**config.mk**
```make
export PLATFORM = sky130hd
export DESIGN_NAME = vta_front
export DESIGN_NICKNAME = d
export VERILOG_FILES = /design/src/rtl/core/vta_pkg.sv /design/src/rtl/core/vta_front.sv
export SDC_FILE = /design/constraint.sdc
export NUM_CORES = 2
export LEC_CHECK = 0
export BUFFER_PORTS_ARGS = -buffer_cell sky130_fd_sc_hd__buf_2
export CAP_MARGIN = 10
export CORE_MARGIN = 1.5
export CORE_UTILIZATION = 50
export DETAILED_ROUTE_END_ITERATION = 10
export PLACE_DENSITY = 0.66
export SLEW_MARGIN = 20
export SYNTH_ARGS = -nofsm -noshare
export SYNTH_HDL_FRONTEND = slang
export SYNTH_SLANG_ARGS = --single-unit
```
**constraint.sdc**
```tcl
create_clock -name clk -period 21.1 [get_ports clk]
set_clock_uncertainty 0.1 [all_clocks]
set_input_delay 1.055 -clock clk [delete_from_list [all_inputs] [get_ports clk]]
set_output_delay 1.055 -clock clk [all_outputs]
set_load 0.02 [all_outputs]
```
**src/rtl/core/vta_pkg.sv**
```systemverilog
// Shared types and constants for the virial tensor accumulator.
`timescale 1ns / 1ps

package vta_pkg;

  // Operation codes of an input item.
  localparam logic [1:0] OP_LOAD  = 2'd0;
  localparam logic [1:0] OP_ATOM  = 2'd1;
  localparam logic [1:0] OP_CLEAR = 2'd2;

  // Work queue between the front and the back.
  localparam int QPTR_W      = 2;
  localparam int QUEUE_DEPTH = 1 << QPTR_W;

  typedef struct packed {
    logic [1:0]         operation;
    logic [4:0]         shift_index;
    logic signed [31:0] pos_x;
    logic signed [31:0] pos_y;
    logic signed [31:0] pos_z;
    logic signed [31:0] force_x;
    logic signed [31:0] force_y;
    logic signed [31:0] force_z;
    logic               last;
  } vta_in_t;

  typedef struct packed {
    logic signed [63:0] vir_xx;
    logic signed [63:0] vir_xy;
    logic signed [63:0] vir_xz;
    logic signed [63:0] vir_yx;
    logic signed [63:0] vir_yy;
    logic signed [63:0] vir_yz;
    logic signed [63:0] vir_zx;
    logic signed [63:0] vir_zy;
    logic signed [63:0] vir_zz;
  } vta_out_t;

  // One classified item for the back: either a virial clear or an atom
  // with its shifted position (x, y, z in elements 0, 1, 2) and force.
  typedef struct packed {
    logic             clear;
    logic             last;
    logic [2:0][31:0] spos;
    logic [2:0][31:0] frc;
  } vta_work_t;

endpackage

```
**src/rtl/core/vta_front.sv**
```systemverilog
// Front: accepts items, owns the shift table, forms shifted positions.
`timescale 1ns / 1ps

module vta_front #(
  parameter int SHIFT_ENTRIES = 32
) (
  input  logic               clk,
  input  logic               rst_n,
  input  logic               in_valid,
  output logic               in_stall,
  input  vta_pkg::vta_in_t   in_data,
  output logic               wk_valid,
  input  logic               wk_stall,
  output vta_pkg::vta_work_t wk_data
);
  import vta_pkg::*;

  localparam int AW = (SHIFT_ENTRIES > 1) ? $clog2(SHIFT_ENTRIES) : 1;

  logic [95:0]      shift_mem [0:SHIFT_ENTRIES-1];
  logic [95:0]      shift_rd_r;
  logic [AW-1:0]    addr;
  logic             in_range;
  logic             adv;
  logic             in_fire;
  logic             f1_valid_r;
  logic             f1_clear_r;
  logic             f1_last_r;
  logic             f1_in_range_r;
  logic [2:0][31:0] f1_pos_r;
  logic [2:0][31:0] f1_frc_r;
  logic             f2_valid_r;
  vta_work_t        f2_data_r;
  vta_work_t        f2_data_nxt;
  logic [2:0][31:0] shift_sel;

  function automatic logic [31:0] sat_diff32(logic [31:0] a, logic [31:0] b);
    logic [32:0] d;
    d = {a[31], a} - {b[31], b};
    if (d[32] != d[31]) begin
      return d[32] ? 32'h8000_0000 : 32'h7FFF_FFFF;
    end
    return d[31:0];
  endfunction

  // The whole front moves as one; it holds only while its last stage
  // has an item the queue cannot take.
  assign adv      = !(f2_valid_r && wk_stall);
  assign in_stall = !adv;
  assign in_fire  = in_valid && adv;
  assign in_range = ({4'b0, in_data.shift_index} < 9'(SHIFT_ENTRIES));
  assign addr     = AW'(in_data.shift_index);

  // A load writes at its own transfer, so an atom right behind it reads
  // the new entry.
  always_ff @(posedge clk) begin
    if (in_fire && in_data.operation == OP_LOAD && in_range) begin
      shift_mem[addr] <= {in_data.pos_x, in_data.pos_y, in_data.pos_z};
    end
    if (adv) begin
      shift_rd_r <= shift_mem[addr];
    end
  end

  always_ff @(posedge clk) begin
    if (!rst_n) begin
      f1_valid_r <= 1'b0;
      f2_valid_r <= 1'b0;
    end else if (adv) begin
      f1_valid_r <= in_fire && (in_data.operation == OP_ATOM ||
                                in_data.operation == OP_CLEAR);
      f2_valid_r <= f1_valid_r;
    end
  end

  always_ff @(posedge clk) begin
    if (adv) begin
      f1_clear_r    <= (in_data.operation == OP_CLEAR);
      f1_last_r     <= in_data.last;
      f1_in_range_r <= in_range;
      f1_pos_r      <= {in_data.pos_z, in_data.pos_y, in_data.pos_x};
      f1_frc_r      <= {in_data.force_z, in_data.force_y, in_data.force_x};
      f2_data_r     <= f2_data_nxt;
    end
  end

  always_comb begin
    shift_sel[0] = f1_in_range_r ? shift_rd_r[95:64] : 32'd0;
    shift_sel[1] = f1_in_range_r ? shift_rd_r[63:32] : 32'd0;
    shift_sel[2] = f1_in_range_r ? shift_rd_r[31:0]  : 32'd0;
    f2_data_nxt.clear = f1_clear_r;
    f2_data_nxt.last  = f1_last_r;
    f2_data_nxt.frc   = f1_frc_r;
    for (int a = 0; a < 3; a++) begin
      f2_data_nxt.spos[a] = sat_diff32(f1_pos_r[a], shift_sel[a]);
    end
  end

  assign wk_valid = f2_valid_r;
  assign wk_data  = f2_data_r;

endmodule

```
-- Yosys cells after proc, flatten, opt, wreduce, memory -nomap -nowiden
Memories as Yosys holds them, arrays and structs flattened. A register that Yosys moved wholly into a read port is not among the register bits.
Index checks and enable logic that the tools add are counted.
- word-level logic and storage cells: 49
- memory bits (writable): 3072
- memories: 1
- output and inout bits: 196
- flip-flop bits (word level): 390
- input port bits: 204
- equal/unequal tests: 5
- reductions and logical operators: 8
- muxes and demuxes: 14
- add/subtract/negate cells: 3
- memories (memory ; words ; bits a word ; rd ports ; clocked after memory_dff ; write ports ; line ; text):
    shift_mem ; 32 ; 96 ; 1 ; 1 ; 1 ; vta_front.sv:20 ; logic [95:0] shift_mem [0:SHIFT_ENTRIES-1];
- operator list (cell ; count):
    32-bit 2-to-1 mux ; 9
    32-bit by 32-bit subtractor with 33-bit output ; 3
    1-bit 2-to-1 mux ; 5
    1-bit logical AND ; 4
    1-bit != test ; 3
    2-bit by 1-bit equality test with 1-bit output (second input constant) ; 1
    2-bit equality test (second input constant) ; 1
    1-bit zero test ; 2
    2-bit zero test ; 1
    1-bit logical OR ; 1

-- Depth between registers and ports, before layout
- depth after elaboration: 6
- depth in mapped cells: 15
- depth with buffers taken out: 13

-- Least setup slack after synthesis
Ideal clock, no wire load.
- path kind: in2reg
- start: in wk_stall
- end: mem shift_mem[0][0], enable pin
- arrival time: 16771 ps
- path slack: 3677 ps
- setup time: 552 ps
- cell stages on the path: 5
- buffers on the path: 1
- data required time: 20448 ps
- cells stage by stage: nand2_1 -> nand3_1 -> or3_1 -> clkbuf_1 -> nor2_1
- word-level cells in the longest chain between the ends: 6
- ends and longest elaborated chain (item ; line ; text):
    from (decl) ; vta_front.sv:13 ; input logic wk_stall,
    1-bit logical AND ; vta_front.sv:48 ; assign adv = !(f2_valid_r && wk_stall);
    1-bit zero test ; vta_front.sv:48 ;
    1-bit logical AND ; vta_front.sv:50 ; assign in_fire = in_valid && adv;
    1-bit logical AND ; vta_front.sv:57 ; if (in_fire && in_data.operation == OP_LOAD && in_range) begin
    1-bit 2-to-1 mux ; vta_front.sv:57 ;
    1-bit 2-to-1 mux (implied by the code) ; vta_front.sv:58 ; shift_mem[addr] <= {in_data.pos_x, in_data.pos_y, in_data.pos_z};
    to (decl) ; vta_front.sv:20 ;
No other way between the ends.

==> flow_summary.ini <==
[yosys]
synthTopCellsByArea = edfxtp_1 (79%), mux4_2 (13%), a22oi_1 (2.1%)
synth.top_cell.area_share_pct = 78.9
netlist_area_um2 = 135000
synth_top_area_cell = edfxtp_1
syn_area_per_cell_um2 = 22.1
syn-num-nets = 6415
synth_seq_area_share_pct = 79.0
synth_cell_types = 78
ys.flop_type = edfxtp_1
ys_ff_latch = 3558
syn_inst = 6110
synth_edf_count = 3556
yosys_warnings = 0
synthArstFlopShare_pct = 0

[setup_path]
required_ns = 21.61
startpoint_type = input port
cp_top_family = buffers and inverters
slowest_stage = buf_4
cp_num_buf_inv = 5
crit_top_cell = buf_4
regToRegSetupSlack_ns = 15.85
worstSetupPathType = in -> reg
cp_max_fo = 91
cp_data_arrival_time_ns = 6.08
slowest_delay_ns = 0.87
end_kind = register
worstPathCellList = buf_12 > buf_4 > buf_4 > buf_4 > buf_4 > mux4_2 > a22oi_1 > nand4_1

[grt]
antenna_found_initial = 27
first_global_vias = 67200
grt_util_all_layers_pct = 25.0
gr-total-overflow = 0
grt_max_degree = 103
grt_pass1_wl_um = 487000

[clock_network]
htreeDepth = 5
post-cts-setup-buffers = 0
cts_sinks = 3558
ctsHoldBuffers = 0
root_buffer = clkbuf_16
tritoncts = yes
cts_buffers = 357
path_clk_slew_ns = 0.06
postCtsResizedCells = 0
clockBufferDepth = 4
clock_latency_ns = 0.88

[die]
core_region_area_um2 = 268000
io_pins = 400
dieArea_um2 = 274000
die_y_um = 523
start_util_pct = 50.4
rows = 190
die_w_um = 523

[layout]
mostFrequentLayoutCells = edfxtp_1 (3556), mux4_2 (768), buf_2 (397)
fin_util_pct = 57.2
final_common_cell = edfxtp_1
design_area_um2 = 154000
num-nets-final = 7006
instances_no_fill = 10500
syn2layout_area_growth_pct = 13.5
drive_above_1_share_pct = 26.7

[route]
dr.pass1.iters = 5
wl_per_cell_um = 32.8
drt.antenna.violating_nets = 0
viasPerCell = 6.42
drt_iter0_drc = 8554
route.detailed.drc = 0
vias = 67700
wl_um = 345000

[placed_design]
gp_congestion = 0.820
dp_slack_ns = 14.40
port_buffers = 399
placedCellCount = 9894
hpwlAfterDp_um = 168000
placed_area_um2 = 142000

[sta]
hold_violations = 0
setup_tns_ns = 0
slew_viol_final = 0
fin_crit_ns = 5.57
fmax_mhz = 180
tightest_slew_ns = 1.20
setup_viol_count_final = 0
timing.hold.ws_ns = 0.256
period_share_pct = 26.4
rsz0062_at_grt = false
timing.slew.headroom_pct = 20.2
setup_slack_ns = 15.53

[power]
p_per_area_nw_per_um2 = 101
leakagePower_nw = 49.4
vdd_ir_drop_max_v = 0.0000792
power_mw = 15.6

[job]
maxCapViolations = 0

[outcome]
status = finished, final reports clean

[min_path]
hold_class = in -> reg
==> flip-flops by register name, summed over array words and instances (netlist names) <==
register,count
shift_mem,3072
wk_data,194
f1_frc_r,96
f1_pos_r,96
shift_rd_r,96
f1_clear_r,1
f1_last_r,1
f1_valid_r,1
wk_valid,1
==> kinds of logic after synthesis <==
kind of cell | after synthesis | synth area share, %
DFF | 3558 | 79.0
AOI/OAI and AO/OA | 773 | 3.99
muxes | 769 | 12.8
buffers and inverters | 430 | 1.23
and+or+nand+nor | 393 | 1.50
adders and majority gates | 102 | 0.958
xor gates and xnor gates | 85 | 0.556
==> per-layer routing <==
metal / up-vias / global-route usage, % / share of wire [%]
met5: - / 0 / 0.0023
met4: 2 / 6.00 / 2.4
met3: 522 / 3.32 / 8.3
met2: 3568 / 41.8 / 50
met1: 36500 / 35.2 / 39
li1: 27100 / - / -
==> Yosys cell counts (all sizes together) (4+ instances only) <==
library cell	count
nand3b	5
o22ai	4
clkbuf	194
and2	12
nand3	29
o21bai	10
xor2	42
nor2b	7
buf	106
a21oi	127
a21o	42
a211oi	16
xnor2	43
ha	98
a21boi	9
nand2b	13
nand4	107
nor3b	5
nor2	95
o31ai	6
and3	8
o21a	7
a311oi	6
o2111ai	4
o211ai	11
nand2	70
or2	7
edfxtp	3556
nor3	21
o21ai	100
inv	130
a22oi	385
a31oi	12
a211o	5
mux4	768
==> final cells by class <==
cell class / instances / area (um^2)
Fill cell: 19300 / 115000
Sequential cell: 3558 / 107000
Clock buffer: 436 / 9400
Clock inverter: 199 / 2050
Timing Repair Buffer: 532 / 3260
Antenna cell: 6 / 15.0
Multi-Input combinational cell: 2122 / 27100
Tap cell: 3552 / 4440
Inverter: 130 / 488
==> report_power, final <==
part,switching [mW],internal [mW]
sequential,0.0570,8.00
clock,2.61,3.64
combinational,0.804,0.442
==> worst paths after layout <==
path           startpoint                 to  depth (start not counted)
max          in_data[193]     shift_rd_r[47]                          8
min           in_data[75]       f1_frc_r[10]                          1
max reg2reg      wk_valid  shift_mem[23][45]                          7
min reg2reg  f1_frc_r[36]        wk_data[36]                          0
Power figures use the tool's default switching activity.
