--- src/rtl/core/vta_pkg.sv ---
// Shared types and constants for the virial tensor accumulator.
`timescale 1ns / 1ps

package vta_pkg;

  // Operation codes of an input item.
  localparam logic [1:0] OP_LOAD  = 2'd0;
  localparam logic [1:0] OP_ATOM  = 2'd1;
  localparam logic [1:0] OP_CLEAR = 2'd2;

  // Work queue between the front and the back.
  localparam int QPTR_W      = 2;
  localparam int QUEUE_DEPTH = 1 << QPTR_W;

  typedef struct packed {
    logic [1:0]         operation;
    logic [4:0]         shift_index;
    logic signed [31:0] pos_x;
    logic signed [31:0] pos_y;
    logic signed [31:0] pos_z;
    logic signed [31:0] force_x;
    logic signed [31:0] force_y;
    logic signed [31:0] force_z;
    logic               last;
  } vta_in_t;

  typedef struct packed {
    logic signed [63:0] vir_xx;
    logic signed [63:0] vir_xy;
    logic signed [63:0] vir_xz;
    logic signed [63:0] vir_yx;
    logic signed [63:0] vir_yy;
    logic signed [63:0] vir_yz;
    logic signed [63:0] vir_zx;
    logic signed [63:0] vir_zy;
    logic signed [63:0] vir_zz;
  } vta_out_t;

  // One classified item for the back: either a virial clear or an atom
  // with its shifted position (x, y, z in elements 0, 1, 2) and force.
  typedef struct packed {
    logic             clear;
    logic             last;
    logic [2:0][31:0] spos;
    logic [2:0][31:0] frc;
  } vta_work_t;

endpackage

--- src/rtl/core/vta_queue.sv ---
// Short work queue that decouples the front from the back.
`timescale 1ns / 1ps

module vta_queue (
  input  logic               clk,
  input  logic               rst_n,
  input  logic               in_valid,
  output logic               in_stall,
  input  vta_pkg::vta_work_t in_data,
  output logic               out_valid,
  input  logic               out_stall,
  output vta_pkg::vta_work_t out_data
);
  import vta_pkg::*;

  vta_work_t         entry_r [QUEUE_DEPTH];
  logic [QPTR_W-1:0] wr_ptr_r;
  logic [QPTR_W-1:0] rd_ptr_r;
  logic [QPTR_W:0]   count_r;
  logic              push;
  logic              pop;

  assign in_stall  = (count_r == (QPTR_W + 1)'(QUEUE_DEPTH));
  assign out_valid = (count_r != '0);
  assign out_data  = entry_r[rd_ptr_r];
  assign push      = in_valid && !in_stall;
  assign pop       = out_valid && !out_stall;

  always_ff @(posedge clk) begin
    if (!rst_n) begin
      wr_ptr_r <= '0;
      rd_ptr_r <= '0;
      count_r  <= '0;
    end else begin
      if (push) begin
        wr_ptr_r <= wr_ptr_r + 1'b1;
      end
      if (pop) begin
        rd_ptr_r <= rd_ptr_r + 1'b1;
      end
      if (push && !pop) begin
        count_r <= count_r + 1'b1;
      end else if (pop && !push) begin
        count_r <= count_r - 1'b1;
      end
    end
  end

  always_ff @(posedge clk) begin
    if (push) begin
      entry_r[wr_ptr_r] <= in_data;
    end
  end

endmodule

--- config.mk ---
export PLATFORM = sky130hd
export DESIGN_NAME = vta_queue
export DESIGN_NICKNAME = d
export VERILOG_FILES = /design/src/rtl/core/vta_pkg.sv /design/src/rtl/core/vta_queue.sv
export SDC_FILE = /design/constraint.sdc
export NUM_CORES = 1
export LEC_CHECK = 0
export BUFFER_PORTS_ARGS = -buffer_cell sky130_fd_sc_hd__buf_4
export CORE_MARGIN = 8
export CORE_UTILIZATION = 45
export DETAILED_ROUTE_END_ITERATION = 10
export SETUP_SLACK_MARGIN = 0.5
export SLEW_MARGIN = 20
export SYNTH_ARGS = -nofsm -noshare
export SYNTH_HDL_FRONTEND = slang
export SYNTH_SLANG_ARGS = --single-unit
--- constraint.sdc ---
create_clock -name clk -period 16.11 [get_ports clk]
set_clock_uncertainty 0.2 [all_clocks]
set_input_delay 2.4165 -clock clk [delete_from_list [all_inputs] [get_ports clk]]
set_output_delay 2.4165 -clock clk [all_outputs]
set_load 0.005 [all_outputs]
Word level (Yosys, flattened, before mapping)
Memory sizes are Yosys's and may differ from the RTL's. A register that Yosys moved wholly into a read port is not among the register bits.
Cells that the tools add are included.
{"block": "word_totals", "regBits": 7, "ramBits": 776, "out_inout_bits": 196, "elab_cells": 25, "mem_count": 1}
{"name": "entry_r", "words": 4, "word_bits": 194, "rd": 1, "rd_clocked_by_memory_dff": 1, "wr": 1, "line": "vta_queue.sv:16", "text": "vta_work_t entry_r [QUEUE_DEPTH];"}
{"block": "classes", "n_addsub": 4, "eq_ne": 1, "n_mux": 6, "reduce_logical": 10}
{"cell": "$mux W3", "n": 2}
{"cell": "$add A2 B1 Y2 const B", "n": 2}
{"cell": "$logic_and A1 B1 Y1", "n": 4}
{"cell": "$logic_not A1 Y1", "n": 4}
{"cell": "$mux W2", "n": 2}
{"cell": "$add A3 B1 Y3 const B", "n": 1}
{"cell": "$eq A3 B3 Y1 const B", "n": 1}
{"cell": "$reduce_bool A3 Y1", "n": 1}
{"cell": "$sub A3 B1 Y3 const B", "n": 1}
{"cell": "$mux W1", "n": 2}
{"cell": "$reduce_bool A2 Y1", "n": 1}

Depth between registers and ports, before layout
Gate-level depths: netlist of the first run.
{"block": "depth", "ltp_word": 7, "depth_mapped": 9, "mapped_depth_nobuf": 8}

Least setup slack after synthesis of the first run
Ideal clock, no wire load.
{"block": "synth_timing", "path_type": "in2reg", "start": "input in_valid", "end": "memory entry_r[0][0] (netlist name), enable pin", "setup_ns": 0.578, "t_arrival_ns": 7.224, "slack_ns": 8.108, "cell_stages": 3, "n_path_buf": 1, "cell_sequence": "nor2b_1 clkbuf_1 and2_1"}
{"block": "synth_between", "elab_chain_len": 3}
{"element": "from (decl)", "line": "vta_queue.sv:7", "text": "input logic in_valid,"}
{"element": "$logic_and A1 B1 Y1", "line": "vta_queue.sv:26", "text": "assign push = in_valid && !in_stall;"}
{"element": "net push", "line": "vta_queue.sv:20", "text": "logic push;"}
{"element": "$mux W1", "line": "vta_queue.sv:50", "text": "if (push) begin"}
{"element": "$mux W1 (not written as such)", "line": "vta_queue.sv:51", "text": "entry_r[wr_ptr_r] <= in_data;"}
{"element": "to (decl)", "line": "vta_queue.sv:16"}
The timed path passes the listed nets, and every way through them passes these cells.

==> results.md, run 1 <==
| Result | Value | Unit |
|---|---|---|
| Die Ht | 268 | µm |
| Maximum number of pins on one net before global-route repair | 72 | - |
| End-of-flow core utilization | 55.4 | % |
| Ratio of cells with drive above 1 in the final layout | 45.4 | % |
| Worst setup EP type | output port | - |
| Standby leakage power | 11.5 | nW |
| Top-Level Pins | 394 | - |
| Depth of the most critical reg-to-reg path | 5 | - |
| Combined area of all synthesized cells | 28,500 | µm² |
| Xor and xnor area share after synthesis | 0.0615 | % |
| Register area | 23,500 | µm² |
| Top cell type's share of synthesized area | 81.8 | % |
| Placement-stage worst setup slack | 9.22 | ns |
| FF-to-FF Start | count_r[0] | - |
| Clock net sink count | 785 | - |
| Fin cells | 2,427 | - |
| Final setup slack of the worst path | 8.92 | ns |
| Clock-pin transition on the worst setup and hold timing paths | 0.06 | ns |
| H-Tree Level Count | 3 | - |
| Most repeated cell in the gate-level netlist after synthesis | sky130_fd_sc_hd__edfxtp_1 | - |
| Buffer type at the clock tree root | sky130_fd_sc_hd__clkbuf_16 | - |
| Wire length of the first global-routing pass | 86,700 | µm |
| RD Place Congestion | 0.730 | - |
| Maximum root-to-sink buffer count | 3 | - |
| Number of buffers inserted by post-CTS setup repair | 0 | - |
| Multiplexer share of the synthesized area | 15.4 | % |
| Register-to-register setup slack | 12.28 | ns |
| Core Box Area | 62,900 | µm² |
| Commonest cells post-synth | sky130_fd_sc_hd__edfxtp_1 (776), sky130_fd_sc_hd__mux4_2 (194), sky130_fd_sc_hd__buf_2 (21) | - |
| Total clock buffers created by CTS | 81 | - |
| EDFF count, synth | 776 | - |
| Max Transition Viols Final | 0 | - |
| Destination of the worst hold path | wr_ptr_r[0] | - |
| Initial antenna violation count | 12 | - |
| Final standard cell area without fillers | 34,800 | µm² |
| Required time reported for the critical path endpoint | 13.49 | ns |
| Fillers | 4,841 | - |
| Unique masters post-synth | 23 | - |
| Post-CTS Hold Fix Bufs | 0 | - |
| CTS tree | built | - |
| Result of the run | finished clean | - |
| Via count | 12.6k | - |
| TNS Setup | 0 | ns |
| Most area-consuming cells after synthesis | sky130_fd_sc_hd__edfxtp_1 (82%), sky130_fd_sc_hd__mux4_2 (15%), sky130_fd_sc_hd__buf_6 (0.71%) | - |
| Area of combinational cells with multiple inputs | 4660 | µm² |
| Antenna viol nets, final | 0 | - |
| Average size of a mapped cell | 26.8 | µm² |
| Share of flip-flops with an asynchronous set or reset after synthesis | 0 | % |
| Final period util | 44.6 | % |
| Die Footprint | 71,600 | µm² |
| Initial Util | 45.3 | % |
| Synthesized netlist cell count | 1,065 | - |
| RSZ-0062 raised after global routing | no | - |
| Layout-stage area growth over the synthesis result | 22.2 | % |
| Routed wire length per instance | 24.2 | µm |
| Cell area after placement | 32,300 | µm² |
| Final-stage net count | 1,717 | - |
| Vias in the first global route | 13.6k | - |
| Hold WS | 0.299 | ns |
| Reg2Reg Capture Point | entry_r[1][185] | - |
| PnR Total Power | 5.37 | mW |
| Type of the most critical hold path | reg -> reg | - |
| Primary flip-flop cell chosen by synthesis mapping | sky130_fd_sc_hd__edfxtp_1 | - |
| Shortest clock period the worst path allows after layout | 7.19 | ns |
| Worst-Skew Late Latency | 0.59 | ns |
| DRC marker count from the first detailed-route iteration | 866 | - |
| Cell total after placement | 2,276 | - |
| Sequential area share after synthesis | 82.4 | % |
| YS warnings | 0 | - |
| PwrDens | 154 | nW/µm² |
| Cell accounting for the most synthesized area | sky130_fd_sc_hd__edfxtp_1 | - |
| Final routed wirelength across all metal layers | 58,700 | µm |
| Final Hold Fails | 0 | - |
| Setup Crit Path Kind | reg -> out | - |
| Overall routing resource usage | 16.2 | % |
| WHS Path Cells | 2 | - |
| Port Buffers | 393 | - |
| Compound-gate portion of the synthesized area | 0.158 | % |
| Critical-path maximum fanout | 43 | - |
| Post-cts sizing count | 0 | - |
| Std cell rows | 92 | - |
| Headroom to the max-slew limit | 27.5 | % |
| Kind of start point of the critical path | flop | - |
| Net Count, Synth | 1,269 | - |
| DR vias/cell | 5.19 | - |
| Die Width | 268 | µm |
| Peak Freq | 139 | MHz |
| WP data arrival | 4.57 | ns |
| Synth Area in Adders | 0.290 | % |
| Detailed-routing iteration count for the pre-antenna-repair pass | 5 | - |
| Final setup viols | 0 | - |
| GRT Residual Overflow | 0 | - |
| Worst supply voltage drop on vdd | 93.6 | µV |
| Worst-Margin Slew | 1.09 | ns |
| Combinational family with the most area after synthesis | multiplexers | - |
| #FFs+latches synth | 785 | - |
| HP Start | wr_ptr_r[0] | - |
| DRC | 0 | - |
| Hpwl dp | 35,800 | µm |
| Simple-gate share of the synthesized area | 0.360 | % |
| Max-cap violations | 0 | - |
-- where the power goes --
part	total, mW	internal [mW]	switching, mW
Sequential	2.55	2.48	0.0649
Clock	1.76	1.04	0.719
Combinational	1.07	0.575	0.494
Total	5.37	4.10	1.28
-- worst max path at each step --
stage | end | startpoint | slack, ns
floorplan | entry_r[0][0] | in_valid | 8.11
global placement | out_data[184] | flop | 9.21
detailed placement | out_data[184] | flop | 9.22
CTS | out_data[184] | flop | 8.55
global route | out_data[81] | flop | 8.32
finish | out_data[7] | flop | 8.92
-- kinds of logic (layout without fill, tap and decap cells) --
logic type	after synthesis	in the layout
muxes	197	197
adders and majority gates	6	6
xor gates and xnor gates	2	2
buffers and inverters	50	559
AOI/OAI and AO/OA	7	7
other	0	7
DFF	785	785
and+or+nand+nor	18	18
-- critical path: stages (launching register included) --
cell,delay (ns)
sky130_fd_sc_hd__dfxtp_4,0.86
sky130_fd_sc_hd__buf_4,0.75
sky130_fd_sc_hd__buf_4,0.68
sky130_fd_sc_hd__buf_4,0.79
sky130_fd_sc_hd__mux4_2,0.61
sky130_fd_sc_hd__buf_4,0.16
-- registers in the layout, indices dropped and copies added (netlist names), named ones only --
name,count
wr_ptr_r,2
count_r,3
entry_r,776
rd_ptr_r,2
-- cell usage in the layout (no fill, tap or decap), drive strengths merged --
master	instances
a21boi	4
and2	5
buf	411
bufinv	6
clkbuf	106
clkinv	29
dfxtp	9
diode	7
edfxtp	776
fa	1
ha	5
inv	7
mux2i	3
mux4	194
nand2	4
nand2b	1
nor2b	2
nor3	1
nor3b	1
o21ai	3
or2	1
or3	3
xnor2	1
xor2	1
-- metal layers --
| layer | up-vias | GRT usage, % | part of all wire [%] |
|---|---|---|---|
| li1 | 5529 | - | - |
| met4 | 10 | 4.30 | 1.8 |
| met3 | 73 | 6.89 | 9.3 |
| met2 | 358 | 26.3 | 50 |
| met5 | - | 0 | 0.099 |
| met1 | 6637 | 20.0 | 39 |
-- final cells by class --
| class | count | share of cell area (%) |
|---|---|---|
| Clock buffer | 106 | 6.21 |
| Inverter | 4 | 0.0431 |
| Tap cell | 846 | 3.04 |
| Sequential cell | 785 | 67.5 |
| Antenna cell | 7 | 0.0503 |
| Clock inverter | 38 | 0.967 |
| Timing Repair Buffer | 411 | 8.86 |
| Multi-Input combinational cell | 230 | 13.4 |
No activity file was read; power rests on OpenSTA's default activity.
==> run 2: changes to the inputs <==
ABC_AREA = 1   (was unset)
PLACE_DENSITY = 0.67   (was unset)
clock period = 6.5 ns   (was 16.11 ns; I/O delays follow)
==> run 2 against run 1 <==
Clock power rose by 140%. Largest cell class unchanged. Critical path depth did not move. First-iteration DRC count rose by 67%. Sequential power grew 150%. Worst setup slack worse by 7.4 ns. Area after synthesis increased by 1.9%.
==> results.md, run 2 <==
| Result | Value | Unit |
|---|---|---|
| Switching share of power | 28.1 | % |
| WP data arrival | 3.79 | ns |
| Sequential area share after synthesis | 80.9 | % |
| PwrDens | 389 | nW/µm² |
| GRT Residual Overflow | 0 | - |
| Antenna viol nets, final | 0 | - |
| Switching power summed over all nets | 3.86 | mW |
| Die Footprint | 72,900 | µm² |
| Routed wire length per instance | 21.5 | µm |
| Std cell rows | 93 | - |
| Initial Util | 45.3 | % |
| Final Hold Fails | 0 | - |
| Worst-Margin Slew | 1.06 | ns |
| Final standard cell area without fillers | 35,200 | µm² |
| Post-cts sizing count | 0 | - |
| Shortest clock period the worst path allows after layout | 4.97 | ns |
| Most common library cell in the layout ignoring fill and taps | sky130_fd_sc_hd__edfxtp_1 | - |
| Cell-internal power | 9.84 | mW |
| EDFF count, synth | 776 | - |
| Port Buffers | 393 | - |
| Clock-pin transition on the worst setup and hold timing paths | 0.06 | ns |
| Peak Freq | 201 | MHz |
| Max-cap violations | 0 | - |
| Final setup viols | 0 | - |
| Hold WS | 0.275 | ns |
| Vias in the first global route | 17.5k | - |
| Clock net sink count | 785 | - |
| Final-stage net count | 2,516 | - |
| Combined area of all synthesized cells | 29,000 | µm² |
| RSZ-0062 raised after global routing | no | - |
| Via count | 17.6k | - |
| Buffer type at the clock tree root | sky130_fd_sc_hd__clkbuf_16 | - |
| Average size of a mapped cell | 14.9 | µm² |
| Flop pwr share | 46.1 | % |
| DR vias/cell | 5.43 | - |
| Required time reported for the critical path endpoint | 5.32 | ns |
| Share of flip-flops with an asynchronous set or reset after synthesis | 0 | % |
| CTS tree | built | - |
| Unique masters post-synth | 20 | - |
| DRC | 0 | - |
| Type of the most critical hold path | reg -> reg | - |
| Ratio of cells with drive above 1 in the final layout | 22.3 | % |
| H-Tree Level Count | 3 | - |
| Max Transition Viols Final | 0 | - |
| RD Place Congestion | 0.758 | - |
| Top cell type's share of synthesized area | 80.2 | % |
| Number of flip-flops in the largest register | 776 | - |
| Maximum root-to-sink buffer count | 3 | - |
| Critical-path maximum fanout | 170 | - |
| Cell accounting for the most synthesized area | sky130_fd_sc_hd__edfxtp_1 | - |
| Biggest regs | entry_r x776, count_r x3 | - |
| DRC marker count from the first detailed-route iteration | 1,444 | - |
| Headroom to the max-slew limit | 29.3 | % |
| Clock share of power | 31.2 | % |
| Core Box Area | 64,100 | µm² |
| Total clock buffers created by CTS | 79 | - |
| Most area-consuming cells after synthesis | sky130_fd_sc_hd__edfxtp_1 (80%), sky130_fd_sc_hd__o21ai_0 (5.8%), sky130_fd_sc_hd__nor2_1 (5.1%) | - |
| Combinational fraction of design power | 22.7 | % |
| Result of the run | finished clean | - |
| Commonest cells post-synth | sky130_fd_sc_hd__edfxtp_1 (776), sky130_fd_sc_hd__nor2_1 (397), sky130_fd_sc_hd__o21ai_0 (336) | - |
| Initial antenna violation count | 11 | - |
| Layout-stage area growth over the synthesis result | 21.2 | % |
| Final routed wirelength across all metal layers | 69,600 | µm |
| FF-to-FF Start | count_r[0] | - |
| Final period util | 76.5 | % |
| Hpwl dp | 39,500 | µm |
| Number of buffers inserted by post-CTS setup repair | 0 | - |
| Worst setup EP type | output port | - |
| Overall routing resource usage | 18.4 | % |
| Synthesized netlist cell count | 1,943 | - |
| Maximum number of pins on one net before global-route repair | 189 | - |
| Top-Level Pins | 394 | - |
| #FFs+latches synth | 785 | - |
| Top reg by flops | entry_r | - |
| YS warnings | 0 | - |
| Die Ht | 270 | µm |
| Most repeated cell in the gate-level netlist after synthesis | sky130_fd_sc_hd__edfxtp_1 | - |
| Primary flip-flop cell chosen by synthesis mapping | sky130_fd_sc_hd__edfxtp_1 | - |
| Worst supply voltage drop on vdd | 326 | µV |
| Most used cells in the layout excluding fill and tap cells | sky130_fd_sc_hd__edfxtp_1 (776), sky130_fd_sc_hd__buf_4 (409), sky130_fd_sc_hd__nor2_1 (393), sky130_fd_sc_hd__o21ai_0 (336), sky130_fd_sc_hd__o22ai_1 (194) | - |
| Cell area after placement | 32,700 | µm² |
| Detailed-routing iteration count for the pre-antenna-repair pass | 5 | - |
| Standby leakage power | 12.2 | nW |
| Net Count, Synth | 2,147 | - |
| Kind of start point of the critical path | flop | - |
| Wire length of the first global-routing pass | 105,000 | µm |
| Worst-Skew Late Latency | 0.60 | ns |
| Setup Crit Path Kind | reg -> out | - |
| Post-CTS Hold Fix Bufs | 0 | - |
| HP Start | rd_ptr_r[0] | - |
| Die Width | 270 | µm |
## run 2: cell count changes in the layout (fill, tap and decap cells not counted), moves of 4 or more
cell,previous run,this run
sky130_fd_sc_hd__nor2_1,0,393
sky130_fd_sc_hd__o21ai_0,3,336
sky130_fd_sc_hd__mux4_2,194,0
sky130_fd_sc_hd__o22ai_1,0,194
sky130_fd_sc_hd__o21ai_1,0,54
sky130_fd_sc_hd__inv_1,4,17
sky130_fd_sc_hd__a21oi_1,0,7
sky130_fd_sc_hd__nand2_1,4,11
sky130_fd_sc_hd__buf_12,0,6
sky130_fd_sc_hd__nand3_1,0,5
sky130_fd_sc_hd__a21boi_0,4,0
sky130_fd_sc_hd__and2_4,4,0
sky130_fd_sc_hd__clkinv_1,18,14
sky130_fd_sc_hd__nor2_4,0,4
## run 2: cells by family after synthesis
| family | Yosys count | share of synthesized area (%) |
|---|---|---|
| compound gates | 591 | 11.0 |
| fa+ha+maj | 6 | 0.284 |
| buf+inv | 146 | 2.44 |
| flops | 785 | 80.9 |
| simple gates | 415 | 5.41 |
## run 2: path summary, 6_finish.rpt
path	to	slack, ns	depth (start not counted)
setup reg to reg	entry_r[3][82]	3.32	5
hold reg to reg	rd_ptr_r[0]	0.27	2
hold / removal	rd_ptr_r[0]	0.27	2
setup / recovery	out_data[66]	1.53	5
## run 2: area by class of cell
cell class | instances | area (µm²)
fillers | 5099 | 28900
flip-flops and latches | 785 | 23500
diodes | 8 | 20.0
clock inverters | 35 | 262
multi-input cells | 1012 | 4880
clock buffers | 107 | 2190
well taps | 855 | 1070
inverters | 19 | 86.3
repair buffers | 415 | 3190
## run 2: power by group through the flow
stage | registers, mW | logic (mW) | clock network [mW]
2_1_floorplan | 6.43 | 1.56 | 0
3_3_place_gp | 6.41 | 3.10 | 0
3_5_place_dp | 6.43 | 3.15 | 0
4_1_cts | 6.32 | 3.17 | 4.38
5_1_grt | 6.36 | 3.40 | 4.55
6_report | 6.32 | 3.10 | 4.28
## run 2: layer usage
layer	track usage (%)	vias up	share of wire, %
met2	30.5	550	50
met5	0	-	0.046
li1	-	8109	-
met4	8.12	4	3.6
met1	22.8	8786	40
met3	4.46	135	6.2
## run 2: critical path: stages (launching register included)
cell,delay [ns]
sky130_fd_sc_hd__dfxtp_4,0.88
sky130_fd_sc_hd__clkinv_8,0.68
sky130_fd_sc_hd__buf_12,0.46
sky130_fd_sc_hd__o21ai_0,0.41
sky130_fd_sc_hd__o22ai_1,0.14
sky130_fd_sc_hd__buf_4,0.16
## run 2: metrics by stage
stage / util [%] / std cells / setup TNS [ns] / worst slack [ns] / power (mW)
floorplan: - / 1943 / -265.69 / -0.342 / 7.99
global placement: 51.0 / 3086 / 0 / 2.51 / 9.50
detailed placement: 51.0 / 3086 / 0 / 2.50 / 9.58
CTS: 54.9 / 3228 / 0 / 1.79 / 13.9
global route: 54.9 / 3236 / 0 / 1.50 / 14.3
finish: 54.9 / 3236 / 0 / 1.53 / 13.7
==> run 3: changes to the inputs <==
clock period = 4.52 ns   (was 6.5 ns; I/O delays follow)
==> run 3 against run 2 <==
Sequential power increased by 43%. First-iteration DRC count up 0.76%. Largest cell class unchanged. Non-clock buffer count is 10 higher. Via count up 0.23%. Largest power group unchanged. Design area rose by 0.75%. Cell count up 0.15%.
==> results.md, run 3 (synthesis gave the netlist of run 2 again) <==
| Result | Value | Unit |
|---|---|---|
| Worst-Skew Late Latency | 0.60 | ns |
| Worst supply voltage drop on vdd | 390 | µV |
| H-Tree Level Count | 3 | - |
| WP data arrival | 2.84 | ns |
| Critical-path maximum fanout | 90 | - |
| Ratio of cells with drive above 1 in the final layout | 22.7 | % |
| Standby leakage power | 12.3 | nW |
| End-of-flow core utilization | 55.3 | % |
| Wire length of the first global-routing pass | 105,000 | µm |
| WHS Path Cells | 1 | - |
| Top reg by flops | entry_r | - |
| Final setup viols | 0 | - |
| Layout-stage area growth over the synthesis result | 22.1 | % |
| Maximum number of pins on one net before global-route repair | 197 | - |
| DR vias/cell | 5.44 | - |
| Required time reported for the critical path endpoint | 3.64 | ns |
| TNS Setup | 0 | ns |
| Port Buffers | 393 | - |
| Switching share of power | 28.2 | % |
| Peak Freq | 269 | MHz |
| Most common library cell in the layout ignoring fill and taps | sky130_fd_sc_hd__edfxtp_1 | - |
| Clock net sink count | 785 | - |
| Post-CTS Hold Fix Bufs | 0 | - |
| CTS tree | built | - |
| Most used cells in the layout excluding fill and tap cells | sky130_fd_sc_hd__edfxtp_1 (776), sky130_fd_sc_hd__buf_4 (407), sky130_fd_sc_hd__nor2_1 (393), sky130_fd_sc_hd__o21ai_0 (336), sky130_fd_sc_hd__o22ai_1 (194) | - |
| Routed wire length per instance | 21.4 | µm |
| Clock-pin transition on the worst setup and hold timing paths | 0.06 | ns |
| Detailed-routing iteration count for the pre-antenna-repair pass | 5 | - |
| Std cell rows | 93 | - |
| Die Width | 270 | µm |
| Switching power summed over all nets | 5.63 | mW |
| Worst-Margin Slew | 1.20 | ns |
| Final-stage net count | 2,528 | - |
| Initial antenna violation count | 4 | - |
| Post-cts sizing count | 0 | - |
| Flop pwr share | 45.2 | % |
| Shortest clock period the worst path allows after layout | 3.72 | ns |
| Initial Util | 45.3 | % |
| Fillers | 5,096 | - |
| Core Box Area | 64,100 | µm² |
| DRC marker count from the first detailed-route iteration | 1,455 | - |
| Cell-internal power | 14.3 | mW |
| Result of the run | finished clean | - |
| Kind of start point of the critical path | flop | - |
| DRC | 0 | - |
| FF-to-FF Start | count_r[0] | - |
| Final period util | 82.3 | % |
| Depth of the most critical reg-to-reg path | 5 | - |
| Max-cap violations | 0 | - |
| RD Place Congestion | 0.736 | - |
| Via count | 17.6k | - |
| PwrDens | 563 | nW/µm² |
| Final Hold Fails | 0 | - |
| Hpwl dp | 40,800 | µm |
| Max Transition Viols Final | 0 | - |
| Type of the most critical hold path | in -> reg | - |
| RSZ-0062 raised after global routing | no | - |
| Die Ht | 270 | µm |
| Total clock buffers created by CTS | 81 | - |
| Maximum root-to-sink buffer count | 3 | - |
| Final routed wirelength across all metal layers | 69,400 | µm |
| GRT Residual Overflow | 0 | - |
| Biggest regs | entry_r x776, count_r x3 | - |
| Combinational fraction of design power | 23.2 | % |
| HP Start | in_data[183] | - |
| Number of buffers inserted by post-CTS setup repair | 0 | - |
| Antenna viol nets, final | 0 | - |
| Vias in the first global route | 17.6k | - |
| Die Footprint | 72,900 | µm² |
| Clock share of power | 31.6 | % |
| Buffer type at the clock tree root | sky130_fd_sc_hd__clkbuf_16 | - |
| Worst setup EP type | output port | - |
| Overall routing resource usage | 18.3 | % |
| Top-Level Pins | 394 | - |
| Headroom to the max-slew limit | 20.0 | % |
| Number of flip-flops in the largest register | 776 | - |
| Setup Crit Path Kind | reg -> out | - |
run 3: cell types whose count changed in the layout (fill, tap and decap cells not counted), sizes merged:
| cell | before | now |
|---|---|---|
| clkbuf | 107 | 98 |
| bufinv | 3 | 7 |
| clkinv | 30 | 32 |
| buf | 415 | 425 |
| clkinvlp | 1 | 2 |
| diode | 8 | 3 |
| inv | 20 | 22 |
run 3: per-stage QoR:
step	instances	hold WS (ns)	total power, mW	instance area [µm²]	worst slack, ns
after floorplan	1943	0.249	11.4	29100	0.263
after global placement	3096	0.264	13.7	33000	1.30
after detailed placement	3096	0.273	13.9	33000	1.21
after CTS	3238	0.0252	20.2	35400	0.538
after global routing	3241	0.0340	20.8	35500	0.627
final	3241	0.0738	20.0	35500	0.798
run 3: cell type report:
| type | instances | area [µm²] | area share (%) |
|---|---|---|---|
| repair buffers | 425 | 3410 | 9.61 |
| diodes | 3 | 7.51 | 0.0212 |
| well taps | 855 | 1070 | 3.02 |
| clock inverters | 44 | 397 | 1.12 |
| flip-flops and latches | 785 | 23500 | 66.3 |
| clock buffers | 98 | 2090 | 5.90 |
| inverters | 19 | 86.3 | 0.244 |
| multi-input cells | 1012 | 4900 | 13.8 |
run 3: critical path: stages (launching register included):
cell and delay [ns]:
sky130_fd_sc_hd__dfxtp_4 0.40, sky130_fd_sc_hd__buf_4 0.54, sky130_fd_sc_hd__buf_6 0.56, sky130_fd_sc_hd__o21ai_0 0.19, sky130_fd_sc_hd__o22ai_1 0.27, sky130_fd_sc_hd__buf_4 0.17
run 3: power groups by stage:
stage | registers (mW) | logic, mW | clock network [mW]
final | 9.03 | 4.63 | 6.31
after global routing | 9.08 | 5.03 | 6.73
after CTS | 9.03 | 4.71 | 6.44
after detailed placement | 9.18 | 4.69 | 0
after global placement | 9.15 | 4.60 | 0
after floorplan | 9.17 | 2.26 | 0
run 3: final timing paths:
kind         slack, ns               to
max               0.80     out_data[75]
min               0.07  entry_r[2][183]
max reg2reg       2.06   entry_r[1][80]
min reg2reg       0.28             flop
run 3: per-layer routing:
metal	vias up	part of all wire, %	track usage, %	wire, µm
met3	99	6.0	3.70	4180
met5	-	0.019	0	13
met4	2	2.3	5.76	1570
met2	531	51	31.2	35200
met1	8872	41	23.5	28500
li1	8121	-	-	-
